--- config.mk ---
export PLATFORM = sky130hd
export DESIGN_NAME = tile_id_to_sheet_address
export DESIGN_NICKNAME = d
export VERILOG_FILES = /design/src/hdl/tisa_pkg.sv /design/src/hdl/tile_id_to_sheet_address.sv /design/src/hdl/tisa_divider.sv
export SDC_FILE = /design/constraint.sdc
export NUM_CORES = 1
export LEC_CHECK = 0
export ABC_AREA = 0
export BUFFER_PORTS_ARGS = -buffer_cell sky130_fd_sc_hd__buf_4
export CAP_MARGIN = 20
export CORE_ASPECT_RATIO = 0.7
export CORE_MARGIN = 2
export CORE_UTILIZATION = 49
export DETAILED_ROUTE_END_ITERATION = 6
export PLACE_DENSITY = 0.76
export RECOVER_POWER = 50
export SKIP_CTS_REPAIR_TIMING = 1
export SYNTH_ARGS = -nofsm -noshare
export SYNTH_HDL_FRONTEND = slang
export SYNTH_SLANG_ARGS = --single-unit
--- constraint.sdc ---
create_clock -name clk_i -period 10.34 [get_ports clk_i]
set_input_delay 0 -clock clk_i [delete_from_list [all_inputs] [get_ports clk_i]]
set_output_delay 0 -clock clk_i [all_outputs]
set_load 0.03 [all_outputs]
--- src/hdl/tisa_pkg.sv ---
// Shared types, constants and helpers for the tile id to sheet address block.
// No dependencies; imported by tisa_divider, tile_id_to_sheet_address and the testbench.
`default_nettype none

package tisa_pkg;

  // Sheets searched; the register file always holds four descriptors.
  localparam int NUM_SHEETS = 4;
  localparam int SHEET_REGS = 4;
  localparam int ID_BITS    = 16;

  localparam int TILE_ID_W  = 16;
  localparam int CFG_DATA_W = 64;
  localparam int CFG_IDX_W  = 3;
  localparam int LAYER_W    = 9;   // layer size register, 1..256
  localparam int POS_W      = 8;   // layer position counters
  localparam int SC_W       = 3;   // sheet count register
  localparam int SEL_W      = 2;   // sheet index
  localparam int DIV_W      = 9;   // sheet columns, 1..256
  localparam int REM_W      = 8;   // remainder < 256
  localparam int PIX_W      = 8;
  localparam int ROW_W      = 16;
  localparam int DEST_W     = 16;
  localparam int CNT_W      = $clog2(ID_BITS);

  // Configuration register indexes
  localparam logic [CFG_IDX_W-1:0] CFG_LAYER_COLS = 3'd0;
  localparam logic [CFG_IDX_W-1:0] CFG_LAYER_ROWS = 3'd1;
  localparam logic [CFG_IDX_W-1:0] CFG_SET_COUNT  = 3'd2;
  localparam logic [CFG_IDX_W-1:0] CFG_SHEET_0    = 3'd3;
  localparam logic [CFG_IDX_W-1:0] CFG_SHEET_1    = 3'd4;
  localparam logic [CFG_IDX_W-1:0] CFG_SHEET_2    = 3'd5;
  localparam logic [CFG_IDX_W-1:0] CFG_SHEET_3    = 3'd6;

  // Sheet descriptor layout
  typedef struct packed {
    logic [PIX_W-1:0] pix;
    logic [7:0]       cols;    // 0 encodes 256
    logic [15:0]      count;
    logic [15:0]      last;
    logic [15:0]      first;
  } sheet_desc_t;

  typedef enum logic [4:0] {
    ST_IDLE   = 5'b00001,
    ST_SEARCH = 5'b00010,
    ST_LOAD   = 5'b00100,
    ST_DIVIDE = 5'b01000,
    ST_FINISH = 5'b10000
  } state_e;

  // Divider result toward the sequencer
  typedef struct packed {
    logic               done;
    logic [ID_BITS-1:0] quo;
    logic [REM_W-1:0]   rem;
  } div_res_t;

  function automatic logic [LAYER_W-1:0] clamp_layer(input logic [LAYER_W-1:0] v);
    logic [LAYER_W-1:0] r;
    r = v;
    if (v == '0) r = LAYER_W'(1);
    else if (v > LAYER_W'(256)) r = LAYER_W'(256);
    return r;
  endfunction

endpackage

`default_nettype wire

--- src/hdl/tile_id_to_sheet_address.sv ---
// Top level: maps layer tile ids to tile-sheet addresses.
// Depends on tisa_pkg and tisa_divider.
//
// Usage
//   Input channel (in_valid_i/in_ready_o, tile_id_i) takes one tile id per
//   transaction in row-major layer order. Output channel (out_valid_o/
//   out_ready_i) returns one result per input transaction.
//   Configuration is written through cfg_we_i/cfg_index_i/cfg_data_i while
//   the block is idle; index 7 is ignored.
//   Steps: accept, one search step per sheet tried (up to NUM_SHEETS-1,
//   sheets from index 1; sheet 0 is the fallback), one descriptor load,
//   the divider run plus its done flag, and one finish step for a drawn
//   tile; an empty cell goes from accept straight to the finish step.
//   The restoring divider, one quotient bit per cycle, sets the rate.
//   in_ready_o is high only while the sequencer is idle; one result may sit
//   in the output register while the next tile is worked on. A stalled
//   receiver holds the sequencer in its finish step until the register
//   frees up.
//   Reset clears the layer position to 0, sets layer size 1x1, one sheet,
//   and all sheet descriptors to 0.
`default_nettype none

module tile_id_to_sheet_address (
  input  wire logic                            clk_i,
  input  wire logic                            rst_ni,
  input  wire logic                            cfg_we_i,
  input  wire logic [tisa_pkg::CFG_IDX_W-1:0]  cfg_index_i,
  input  wire logic [tisa_pkg::CFG_DATA_W-1:0] cfg_data_i,
  input  wire logic                            in_valid_i,
  output      logic                            in_ready_o,
  input  wire logic [tisa_pkg::TILE_ID_W-1:0]  tile_id_i,
  output      logic                            out_valid_o,
  input  wire logic                            out_ready_i,
  output      logic                            draw_o,
  output      logic [tisa_pkg::SEL_W-1:0]      sheet_index_o,
  output      logic [tisa_pkg::ROW_W-1:0]      src_row_o,
  output      logic [tisa_pkg::REM_W-1:0]      src_col_o,
  output      logic [tisa_pkg::DEST_W-1:0]     dest_x_o,
  output      logic [tisa_pkg::DEST_W-1:0]     dest_y_o,
  output      logic [tisa_pkg::PIX_W-1:0]      tile_pixels_o,
  output      logic                            layer_done_o
);
  import tisa_pkg::*;

  // Configuration registers
  logic [LAYER_W-1:0] layer_cols_q, layer_rows_q;
  logic [SC_W-1:0]    set_count_q;
  sheet_desc_t        sheet_q [SHEET_REGS];

  // Sequencer state
  state_e             state_q, state_d;
  logic [POS_W-1:0]   cur_col_q, cur_col_d, cur_row_q, cur_row_d;
  logic [ID_BITS-1:0] id_q, id_d, rid_q, rid_d;
  logic [POS_W-1:0]   col_q, col_d, row_q, row_d;
  logic               done_flag_q, done_flag_d;
  logic               empty_q, empty_d;
  logic [SEL_W-1:0]   k_q, k_d, sel_q, sel_d;
  logic [PIX_W-1:0]   pix_q, pix_d;

  // Output register
  logic               out_valid_q, out_valid_d;
  logic               draw_q;
  logic [SEL_W-1:0]   sheet_index_q;
  logic [ROW_W-1:0]   src_row_q;
  logic [REM_W-1:0]   src_col_q;
  logic [DEST_W-1:0]  dest_x_q, dest_y_q;
  logic [PIX_W-1:0]   tile_pixels_q;
  logic               layer_done_q;
  logic               out_load;

  logic [LAYER_W-1:0] cols_l, rows_l;
  logic               last_col, last_row;
  logic [SC_W-1:0]    sc_eff;
  logic               in_acc;
  logic [ID_BITS-1:0] id_in;
  logic [SEL_W-1:0]   rd_idx;
  sheet_desc_t        rd_desc;
  logic [15:0]        id_ext;
  logic               hit;
  logic [15:0]        rebase;
  logic               search_end;
  logic               div_start;
  logic [DIV_W-1:0]   div_cols;
  logic [ID_BITS-1:0] div_idx;
  div_res_t           div_res;

  // ---------------- configuration ----------------
  always_ff @(posedge clk_i or negedge rst_ni) begin
    if (!rst_ni) begin
      layer_cols_q <= LAYER_W'(1);
      layer_rows_q <= LAYER_W'(1);
      set_count_q  <= SC_W'(1);
      for (int i = 0; i < SHEET_REGS; i++) sheet_q[i] <= '0;
    end else if (cfg_we_i) begin
      case (cfg_index_i)
        CFG_LAYER_COLS: layer_cols_q <= cfg_data_i[LAYER_W-1:0];
        CFG_LAYER_ROWS: layer_rows_q <= cfg_data_i[LAYER_W-1:0];
        CFG_SET_COUNT:  set_count_q  <= cfg_data_i[SC_W-1:0];
        CFG_SHEET_0:    sheet_q[0]   <= sheet_desc_t'(cfg_data_i);
        CFG_SHEET_1:    sheet_q[1]   <= sheet_desc_t'(cfg_data_i);
        CFG_SHEET_2:    sheet_q[2]   <= sheet_desc_t'(cfg_data_i);
        CFG_SHEET_3:    sheet_q[3]   <= sheet_desc_t'(cfg_data_i);
        default: ;
      endcase
    end
  end

  assign cols_l   = clamp_layer(layer_cols_q);
  assign rows_l   = clamp_layer(layer_rows_q);
  assign last_col = ({1'b0, cur_col_q} + LAYER_W'(1)) >= cols_l;
  assign last_row = ({1'b0, cur_row_q} + LAYER_W'(1)) >= rows_l;

  always_comb begin
    sc_eff = set_count_q;
    if (set_count_q == '0) sc_eff = SC_W'(1);
    else if (set_count_q > SC_W'(NUM_SHEETS)) sc_eff = SC_W'(NUM_SHEETS);
  end

  assign in_ready_o = (state_q == ST_IDLE);
  assign in_acc     = in_valid_i && in_ready_o;
  assign id_in      = tile_id_i[ID_BITS-1:0];

  // Single descriptor read port: search counter while searching, else selection
  assign rd_idx  = (state_q == ST_SEARCH) ? k_q : sel_q;
  assign rd_desc = sheet_q[rd_idx];

  assign id_ext     = 16'(id_q);
  assign hit        = (id_ext >= rd_desc.first) && (id_ext <= rd_desc.last);
  assign rebase     = id_ext + rd_desc.count - rd_desc.last;
  assign search_end = ({1'b0, k_q} + SC_W'(1)) >= sc_eff;

  assign div_cols  = (rd_desc.cols == '0) ? DIV_W'(256) : {1'b0, rd_desc.cols};
  assign div_idx   = rid_q - ID_BITS'(1);
  assign div_start = (state_q == ST_LOAD);

  tisa_divider u_div (
    .clk_i      (clk_i),
    .rst_ni     (rst_ni),
    .start_i    (div_start),
    .dividend_i (div_idx),
    .divisor_i  (div_cols),
    .res_o      (div_res)
  );

  // ---------------- sequencer ----------------
  always_comb begin
    state_d     = state_q;
    cur_col_d   = cur_col_q;
    cur_row_d   = cur_row_q;
    id_d        = id_q;
    rid_d       = rid_q;
    col_d       = col_q;
    row_d       = row_q;
    done_flag_d = done_flag_q;
    empty_d     = empty_q;
    k_d         = k_q;
    sel_d       = sel_q;
    pix_d       = pix_q;
    out_load    = 1'b0;

    case (state_q)
      ST_IDLE: begin
        if (in_acc) begin
          id_d        = id_in;
          rid_d       = id_in;
          col_d       = cur_col_q;
          row_d       = cur_row_q;
          done_flag_d = last_col && last_row;
          empty_d     = (id_in == '0);
          k_d         = SEL_W'(1);
          sel_d       = '0;
          if (last_col) begin
            cur_col_d = '0;
            cur_row_d = last_row ? '0 : cur_row_q + POS_W'(1);
          end else begin
            cur_col_d = cur_col_q + POS_W'(1);
          end
          if (id_in == '0) state_d = ST_FINISH;
          else if (sc_eff <= SC_W'(1)) state_d = ST_LOAD;
          else state_d = ST_SEARCH;
        end
      end
      ST_SEARCH: begin
        if (hit) begin
          rid_d   = rebase[ID_BITS-1:0];
          sel_d   = k_q;
          state_d = ST_LOAD;
        end else if (search_end) begin
          state_d = ST_LOAD;
        end else begin
          k_d = k_q + SEL_W'(1);
        end
      end
      ST_LOAD: begin
        pix_d   = rd_desc.pix;
        state_d = ST_DIVIDE;
      end
      ST_DIVIDE: begin
        if (div_res.done) state_d = ST_FINISH;
      end
      ST_FINISH: begin
        if (!out_valid_q || out_ready_i) begin
          out_load = 1'b1;
          state_d  = ST_IDLE;
        end
      end
      default: state_d = ST_IDLE;
    endcase
  end

  always_comb begin
    out_valid_d = out_valid_q;
    if (out_load) out_valid_d = 1'b1;
    else if (out_ready_i) out_valid_d = 1'b0;
  end

  always_ff @(posedge clk_i or negedge rst_ni) begin
    if (!rst_ni) begin
      state_q     <= ST_IDLE;
      cur_col_q   <= '0;
      cur_row_q   <= '0;
      out_valid_q <= 1'b0;
    end else begin
      state_q     <= state_d;
      cur_col_q   <= cur_col_d;
      cur_row_q   <= cur_row_d;
      out_valid_q <= out_valid_d;
    end
  end

  always_ff @(posedge clk_i) begin
    id_q        <= id_d;
    rid_q       <= rid_d;
    col_q       <= col_d;
    row_q       <= row_d;
    done_flag_q <= done_flag_d;
    empty_q     <= empty_d;
    k_q         <= k_d;
    sel_q       <= sel_d;
    pix_q       <= pix_d;
  end

  // Result register; 8x8 products for the destination position
  always_ff @(posedge clk_i) begin
    if (out_load) begin
      layer_done_q <= done_flag_q;
      if (empty_q) begin
        draw_q        <= 1'b0;
        sheet_index_q <= '0;
        src_row_q     <= '0;
        src_col_q     <= '0;
        dest_x_q      <= '0;
        dest_y_q      <= '0;
        tile_pixels_q <= '0;
      end else begin
        draw_q        <= 1'b1;
        sheet_index_q <= sel_q;
        src_row_q     <= ROW_W'(div_res.quo);
        src_col_q     <= div_res.rem;
        dest_x_q      <= DEST_W'(col_q * pix_q);
        dest_y_q      <= DEST_W'(row_q * pix_q);
        tile_pixels_q <= pix_q;
      end
    end
  end

  assign out_valid_o   = out_valid_q;
  assign draw_o        = draw_q;
  assign sheet_index_o = sheet_index_q;
  assign src_row_o     = src_row_q;
  assign src_col_o     = src_col_q;
  assign dest_x_o      = dest_x_q;
  assign dest_y_o      = dest_y_q;
  assign tile_pixels_o = tile_pixels_q;
  assign layer_done_o  = layer_done_q;

endmodule

`default_nettype wire

--- src/hdl/tisa_divider.sv ---
// Restoring divider, one quotient bit per cycle, for sheet row/column split.
// Depends on tisa_pkg.
`default_nettype none

module tisa_divider (
  input  wire logic                         clk_i,
  input  wire logic                         rst_ni,
  input  wire logic                         start_i,
  input  wire logic [tisa_pkg::ID_BITS-1:0] dividend_i,
  input  wire logic [tisa_pkg::DIV_W-1:0]   divisor_i,
  output tisa_pkg::div_res_t                res_o
);
  import tisa_pkg::*;

  logic                busy_q, busy_d;
  logic                done_q, done_d;
  logic [CNT_W-1:0]    cnt_q, cnt_d;
  logic [ID_BITS-1:0]  quo_q, quo_d;
  logic [DIV_W-1:0]    rem_q, rem_d;   // partial remainder, always < divisor
  logic [DIV_W-1:0]    dvs_q, dvs_d;
  logic [DIV_W:0]      trial;
  logic [DIV_W:0]      diff;
  logic                fits;

  assign trial = {rem_q, quo_q[ID_BITS-1]};
  assign diff  = trial - {1'b0, dvs_q};
  assign fits  = trial >= {1'b0, dvs_q};

  always_comb begin
    busy_d = busy_q;
    done_d = 1'b0;
    cnt_d  = cnt_q;
    quo_d  = quo_q;
    rem_d  = rem_q;
    dvs_d  = dvs_q;
    if (start_i) begin
      busy_d = 1'b1;
      cnt_d  = CNT_W'(ID_BITS - 1);
      quo_d  = dividend_i;
      rem_d  = '0;
      dvs_d  = divisor_i;
    end else if (busy_q) begin
      quo_d = {quo_q[ID_BITS-2:0], fits};
      rem_d = fits ? diff[DIV_W-1:0] : trial[DIV_W-1:0];
      cnt_d = cnt_q - CNT_W'(1);
      if (cnt_q == '0) begin
        busy_d = 1'b0;
        done_d = 1'b1;
      end
    end
  end

  always_ff @(posedge clk_i or negedge rst_ni) begin
    if (!rst_ni) begin
      busy_q <= 1'b0;
      done_q <= 1'b0;
    end else begin
      busy_q <= busy_d;
      done_q <= done_d;
    end
  end

  always_ff @(posedge clk_i) begin
    cnt_q <= cnt_d;
    quo_q <= quo_d;
    rem_q <= rem_d;
    dvs_q <= dvs_d;
  end

  assign res_o.done = done_q;
  assign res_o.quo  = quo_q;
  assign res_o.rem  = rem_q[REM_W-1:0];

endmodule

`default_nettype wire

==> results of run 1 <==
## worst paths after layout
check	cells after the start	end	start
min in group asynchronous	2	sheet_q[97]	rst_ni
max in group asynchronous	2	sheet_q[176]	rst_ni
worst max register to register	15	rid_q[15]	state_q[3]
worst min-delay path	4	set_count_q[2]	cfg_index_i[1]
worst max-delay path	15	rid_q[15]	state_q[3]
worst min register to register	0	layer_done_o	done_flag_q
## layout by cell type (no fill, tap or decap), types with 9 or more instances in the layout
cell           count
clkbuf_1         110
clkbuf_8           9
nand2_1          131
and3_1            13
inv_1            176
dfrtp_1          297
o21ai_0           76
nor2b_1           52
nand4_1            9
mux2_2           274
and2_1           115
nand2b_1          21
o21a_1             9
dfxtp_1           13
fa_1              88
a21o_1            27
or3_1             12
nor2_1            62
buf_4             78
a21oi_1           52
nand3_1           30
xnor2_1           26
mux4_2            63
dlygate4sd3_1     85
clkbuf_16         48
nor3_1            28
edfxtp_1         155
nor4_1            12
xor2_1            30
ha_1             154
## logic make-up (layout without fill, tap and decap cells)
group	count (synthesis)	after routing
simple gates	512	512
flops	469	469
mux	345	345
buf+inv	253	527
fa+ha+maj	242	242
compound gates	235	235
xor+xnor	56	56
other cells	0	4
## where the power goes
group          switching [µW]  internal (µW)  total [µW]
Combinational            2800           2240        5040
Clock                     739            955        1690
Sequential                347           2490        2840
Total                    3880           5690        9580
## layer usage
metal | share of wire | routed length (µm)
met1 | 0.48 | 29220
met5 | 0.00044 | 27
met2 | 0.44 | 26960
met4 | 0.019 | 1156
met3 | 0.064 | 3898
## layout make-up
class / instances / area [µm²]
clock inverter: 15 / 155.1
sequential: 469 / 12450
fill: 4383 / 23100
tap: 730 / 913.4
clock buffer: 71 / 1378
antenna: 4 / 10.01
inverter: 180 / 680.7
multi-input combinational: 1390 / 12960
timing repair buffer: 261 / 1829
## state kept, by name, indices dropped and copies added (netlist names), 9 cells and up
register / cells
dest_x_o: 16
dest_y_o: 16
id_ext: 16
layer_cols_q: 9
layer_rows_q: 9
rid_q: 16
sheet_q: 256
src_row_o: 16
u_div.dvs_q: 9
u_div.quo_q: 16
u_div.rem_q: 9
## per-stage QoR
stage	power, µW	setup slack, ns	cells	hold WS [ns]
2_1_floorplan	6492	5.750	2112	-0.2956
3_3_place_gp	7614	4.154	2942	0.1113
3_5_place_dp	7787	3.956	2942	0.1242
4_1_cts	9542	3.915	3028	-0.5128
5_1_grt	10340	3.167	3119	0.01368
6_report	9576	3.924	3120	-0.01468
## critical path, cell delays in order (launching register included)
cell and delay [ns]:
dfrtp_1 0.43, nor3_1 0.45, nand2_2 0.52, a21oi_4 0.74, buf_4 0.67, mux4_2 0.60, inv_1 0.16, fa_1 0.44
ha_1 0.37, o211ai_1 0.12, o21ai_0 0.64, o21ai_0 0.31, a21o_1 0.26, a21oi_1 0.18, and3_1 0.18, o31ai_1 0.06
==> results_dict.tcl, run 1 <==
set metrics [dict create \
    worstPathRequired_ns 10.66 \
    start_kind "flop" \
    met1_usage 0.3363 \
    peakVddDrop_mv 0.1757 \
    synth-edff-count 155 \
    ys_top_cells_by_area "dfrtp_1 (28%), edfxtp_1 (18%), mux2_2 (12%)" \
    area_growth_pct 15.01 \
    power.leakage_uw 0.01319 \
    nets 2678 \
    synth_compound_area_frac 0.05657 \
    synth_area_leader_cell "dfrtp_1" \
    synthXorXnorAreaFrac 0.01857 \
    die_y_um 198.2 \
    grt_use_total 0.2239 \
    ys_ff_latch 469 \
    clockBufferDepth 3 \
    post_drt_wl_per_cell_um 19.64 \
    grt_max_degree 189 \
    synth_most_common_cell "dfrtp_1" \
    drive_gt1_frac 0.2112 \
    busiest_layer "met1" \
    synth_area_mm2 0.02641 \
    drc 0 \
    worst-r2r-setup-slack_ns 3.92 \
    final_util 0.5680 \
    rows 71 \
    antenna_found_initial 5 \
    outcome "finished, violations left" \
    yosys_warnings 0 \
    viasPerCell 5.557 \
    drv_slew 429 \
    synthMuxAreaShare 0.1736 \
    slew_headroom -3.232 \
    max_freq_mhz 155.9 \
    gp_congestion 0.8552 \
    fin_tns_setup_ns 0 \
    final_hold_viol_count 1 \
    num_io_pins 158 \
    synthArstFlopShare 0.6418 \
    hold_class "input port to flop" \
    grt-ovfl-total 0 \
    synth_ff_type "dfrtp_1" \
    cap_violations 7 \
    cp-end-kind "flop" \
    start_util 0.4938 \
    synth_top_cell_area_share 0.2814 \
    dpl_cell_area_mm2 0.02835 \
    grt_pass1_wl_um 97600 \
    fin_crit_sh 0.6205 \
    power.density_mw_per_mm2 315.3 \
    cp.arrival_ns 6.73 \
    period_minus_slack_ns 6.416 \
    grt_pass1_vias 17520 \
    finClkSkew_ns 0.04269 \
    dieWidth_um 281.5 \
    holdWs_ns -0.01468 \
    synth_cells 2112 \
    crit_fanout 37 \
    place.port_buffers 157 \
    synthDistinctLibCells 72 \
    synth_top_family_by_area "multiplexers" \
    violations "negative hold slack, max-capacitance violations, max-slew violations" \
    insertion_delay_ns 0.61 \
    clockRootBuffer "clkbuf_16" \
    cts-htree-levels 2 \
    ant_nets 0 \
    grt_setup_unrepaired "false" \
    synth_fa_ha_area_frac 0.1397 \
    finalInstanceArea_mm2 0.03037 \
    cts_tree "yes" \
    met3_usage 0.04307 \
    finalSetupViolations 0 \
    grt_use_met2 0.3321 \
    cts.sinks 469 \
    synth_nets 2442 \
    seq_area_frac_synth 0.4715 \
    yosys.area_share.simple 0.1026 \
    dr.pass1.iters 5 \
    core_mm2 0.05348 \
    cts_buffers 46 \
    die_area_mm2 0.05580 \
    routed_wirelength_um 61270 \
    clk_pin_slew_ns 0.07 \
    syn_area_per_cell_um2 12.50 \
    drt_iter0_markers 1398 \
    tightest_slew_ns 6.348 \
    dpl.hpwl_um 42850 \
    critical_path_class "flop to flop" \
    vias 17340 \
    synth_commonest_cells "dfrtp_1 (297), mux2_2 (275), inv_1 (176), edfxtp_1 (155), ha_1 (154)" \
]
Note: power is estimated with default switching activity, not from simulation.
==> run 2: changes to the inputs <==
Settings changed: PLACE_DENSITY 0.76 to 0.79.
Clock period 10.34 ns to 5.2 ns, I/O delays scaled along.
==> results_dict.tcl, run 2 (synthesis gave the netlist of run 1 again) <==
set metrics [dict create \
    dr.pass1.iters 5 \
    post_drt_wl_per_cell_um 19.79 \
    holdWs_ns 0.01099 \
    largest_register "sheet_q" \
    insertion_delay_ns 0.60 \
    outcome "finished, violations left" \
    num_io_pins 158 \
    r2r-end "rid_q[15]" \
    hold_class "input port to flop" \
    cp.arrival_ns 5.37 \
    clk_pin_slew_ns 0.07 \
    die_y_um 198.2 \
    rows 71 \
    drive_gt1_frac 0.2211 \
    final_common_cell "dfrtp_1" \
    routed_wirelength_um 62250 \
    grt_pass1_vias 17990 \
    cts_tree "yes" \
    reg2reg_from "state_q[3]" \
    drv_slew 535 \
    nets 2708 \
    grt_use_met2 0.3407 \
    cp-end-kind "flop" \
    slew_headroom -2.012 \
    hp-start "cfg_we_i" \
    power.leakage_uw 0.01333 \
    critical_path_class "flop to flop" \
    area_growth_pct 16.06 \
    finalSetupViolations 0 \
    violations "max-capacitance violations, max-slew violations" \
    met1_usage 0.3320 \
    place_inst 2965 \
    fin_crit_sh 0.9543 \
    tightest_slew_ns 4.518 \
    grt_pass1_wl_um 98550 \
    viasPerCell 5.575 \
    vias 17540 \
    dieWidth_um 281.5 \
    worstPathRequired_ns 5.61 \
    cts-htree-levels 2 \
    antenna_found_initial 5 \
    r2r_cells 16 \
    cts_buffers 47 \
    cap_violations 8 \
    place.port_buffers 157 \
    fin_tns_setup_ns 0 \
    dpl_cell_area_mm2 0.02854 \
    finClkSkew_ns 0.02671 \
    hold_end "set_count_q[0]" \
    grt_use_total 0.2268 \
    clockRootBuffer "clkbuf_16" \
    peakVddDrop_mv 0.4437 \
    busiest_layer "met2" \
    die_area_mm2 0.05580 \
    drc 0 \
    layout_common_cells "dfrtp_1 (297), mux2_2 (275), inv_1 (176), edfxtp_1 (155), ha_1 (154)" \
    max_freq_mhz 201.5 \
    start_util 0.4938 \
    drt_iter0_markers 1491 \
    final_hold_viol_count 0 \
    finalInstanceArea_mm2 0.03065 \
    ant_nets 0 \
    grt_max_degree 170 \
    crit_fanout 14 \
    start_kind "flop" \
    gp_congestion 0.9080 \
    clockBufferDepth 3 \
    largest_reg_flops 256 \
    stdcell_count 3146 \
    met3_usage 0.05156 \
    core_mm2 0.05348 \
    grt-ovfl-total 0 \
    power.density_mw_per_mm2 630.3 \
    period_minus_slack_ns 4.963 \
    worst-r2r-setup-slack_ns 0.24 \
    dpl.hpwl_um 43760 \
    cts.sinks 469 \
    grt_setup_unrepaired "false" \
    min_path_cells 5 \
]
-- run 2: cell count changes in the layout (fill, tap and decap cells not counted), moves of 3 or more --
cell,delta
dlygate4sd3_1,+3
diode_2,-3
buf_4,+21
clkbuf_16,+3
-- run 2: critical path: stages (launching register included) --
cell	delay, ns
dfrtp_1	0.43
nor3_1	0.49
nand2_2	0.19
a21oi_4	0.30
buf_12	0.22
mux4_2	0.51
inv_1	0.20
fa_1	0.46
ha_1	0.33
a21o_1	0.19
a2111oi_0	0.40
buf_4	0.20
nor2b_1	0.20
a21o_1	0.16
a21oi_1	0.08
and3_1	0.15
o31ai_1	0.23
-- run 2: per-layer routing --
layer / vias up / share of wire
met5: - / 0.00084
met4: 8 / 0.022
met3: 108 / 0.069
met2: 544 / 0.44
met1: 8872 / 0.47
li1: 8007 / -
-- run 2: cell type report --
cell class,count,area (µm²)
clock inverters,15,131.4
well taps,730,913.4
clock buffers,71,1421
diodes,1,2.502
repair buffers,290,2064
inverters,180,680.7
multi-input cells,1390,12980
fillers,4336,22830
flip-flops and latches,469,12450
-- run 2: worst max path at each step --
stage                     slack [ns]  depth (start not counted)            to       start
final                           0.24                         16     rid_q[15]  state_q[3]
after global routing            0.01                         15     rid_q[10]  state_q[3]
after CTS                       0.22                         15  dest_x_o[14]    pix_q[4]
after detailed placement        0.22                         15  dest_x_o[14]    pix_q[4]
after global placement          0.28                         15  dest_x_o[14]    pix_q[4]
after floorplan                 0.61                         16     rid_q[15]  state_q[3]
-- run 2: stage by stage --
step / utilization / setup slack, ns / power (µW)
final: 0.5731 / 0.2375 / 19320
after global routing: 0.5731 / 0.01230 / 20850
after CTS: 0.5628 / 0.2153 / 19220
after detailed placement: 0.5338 / 0.2195 / 15720
after global placement: 0.5338 / 0.2832 / 15300
after floorplan: - / 0.6105 / 12910
-- run 2: power breakdown --
group          internal (µW)  switching, µW
combinational           4690           5600
clock                   1910           1480
sequential              4960            676
total                  11600           7760
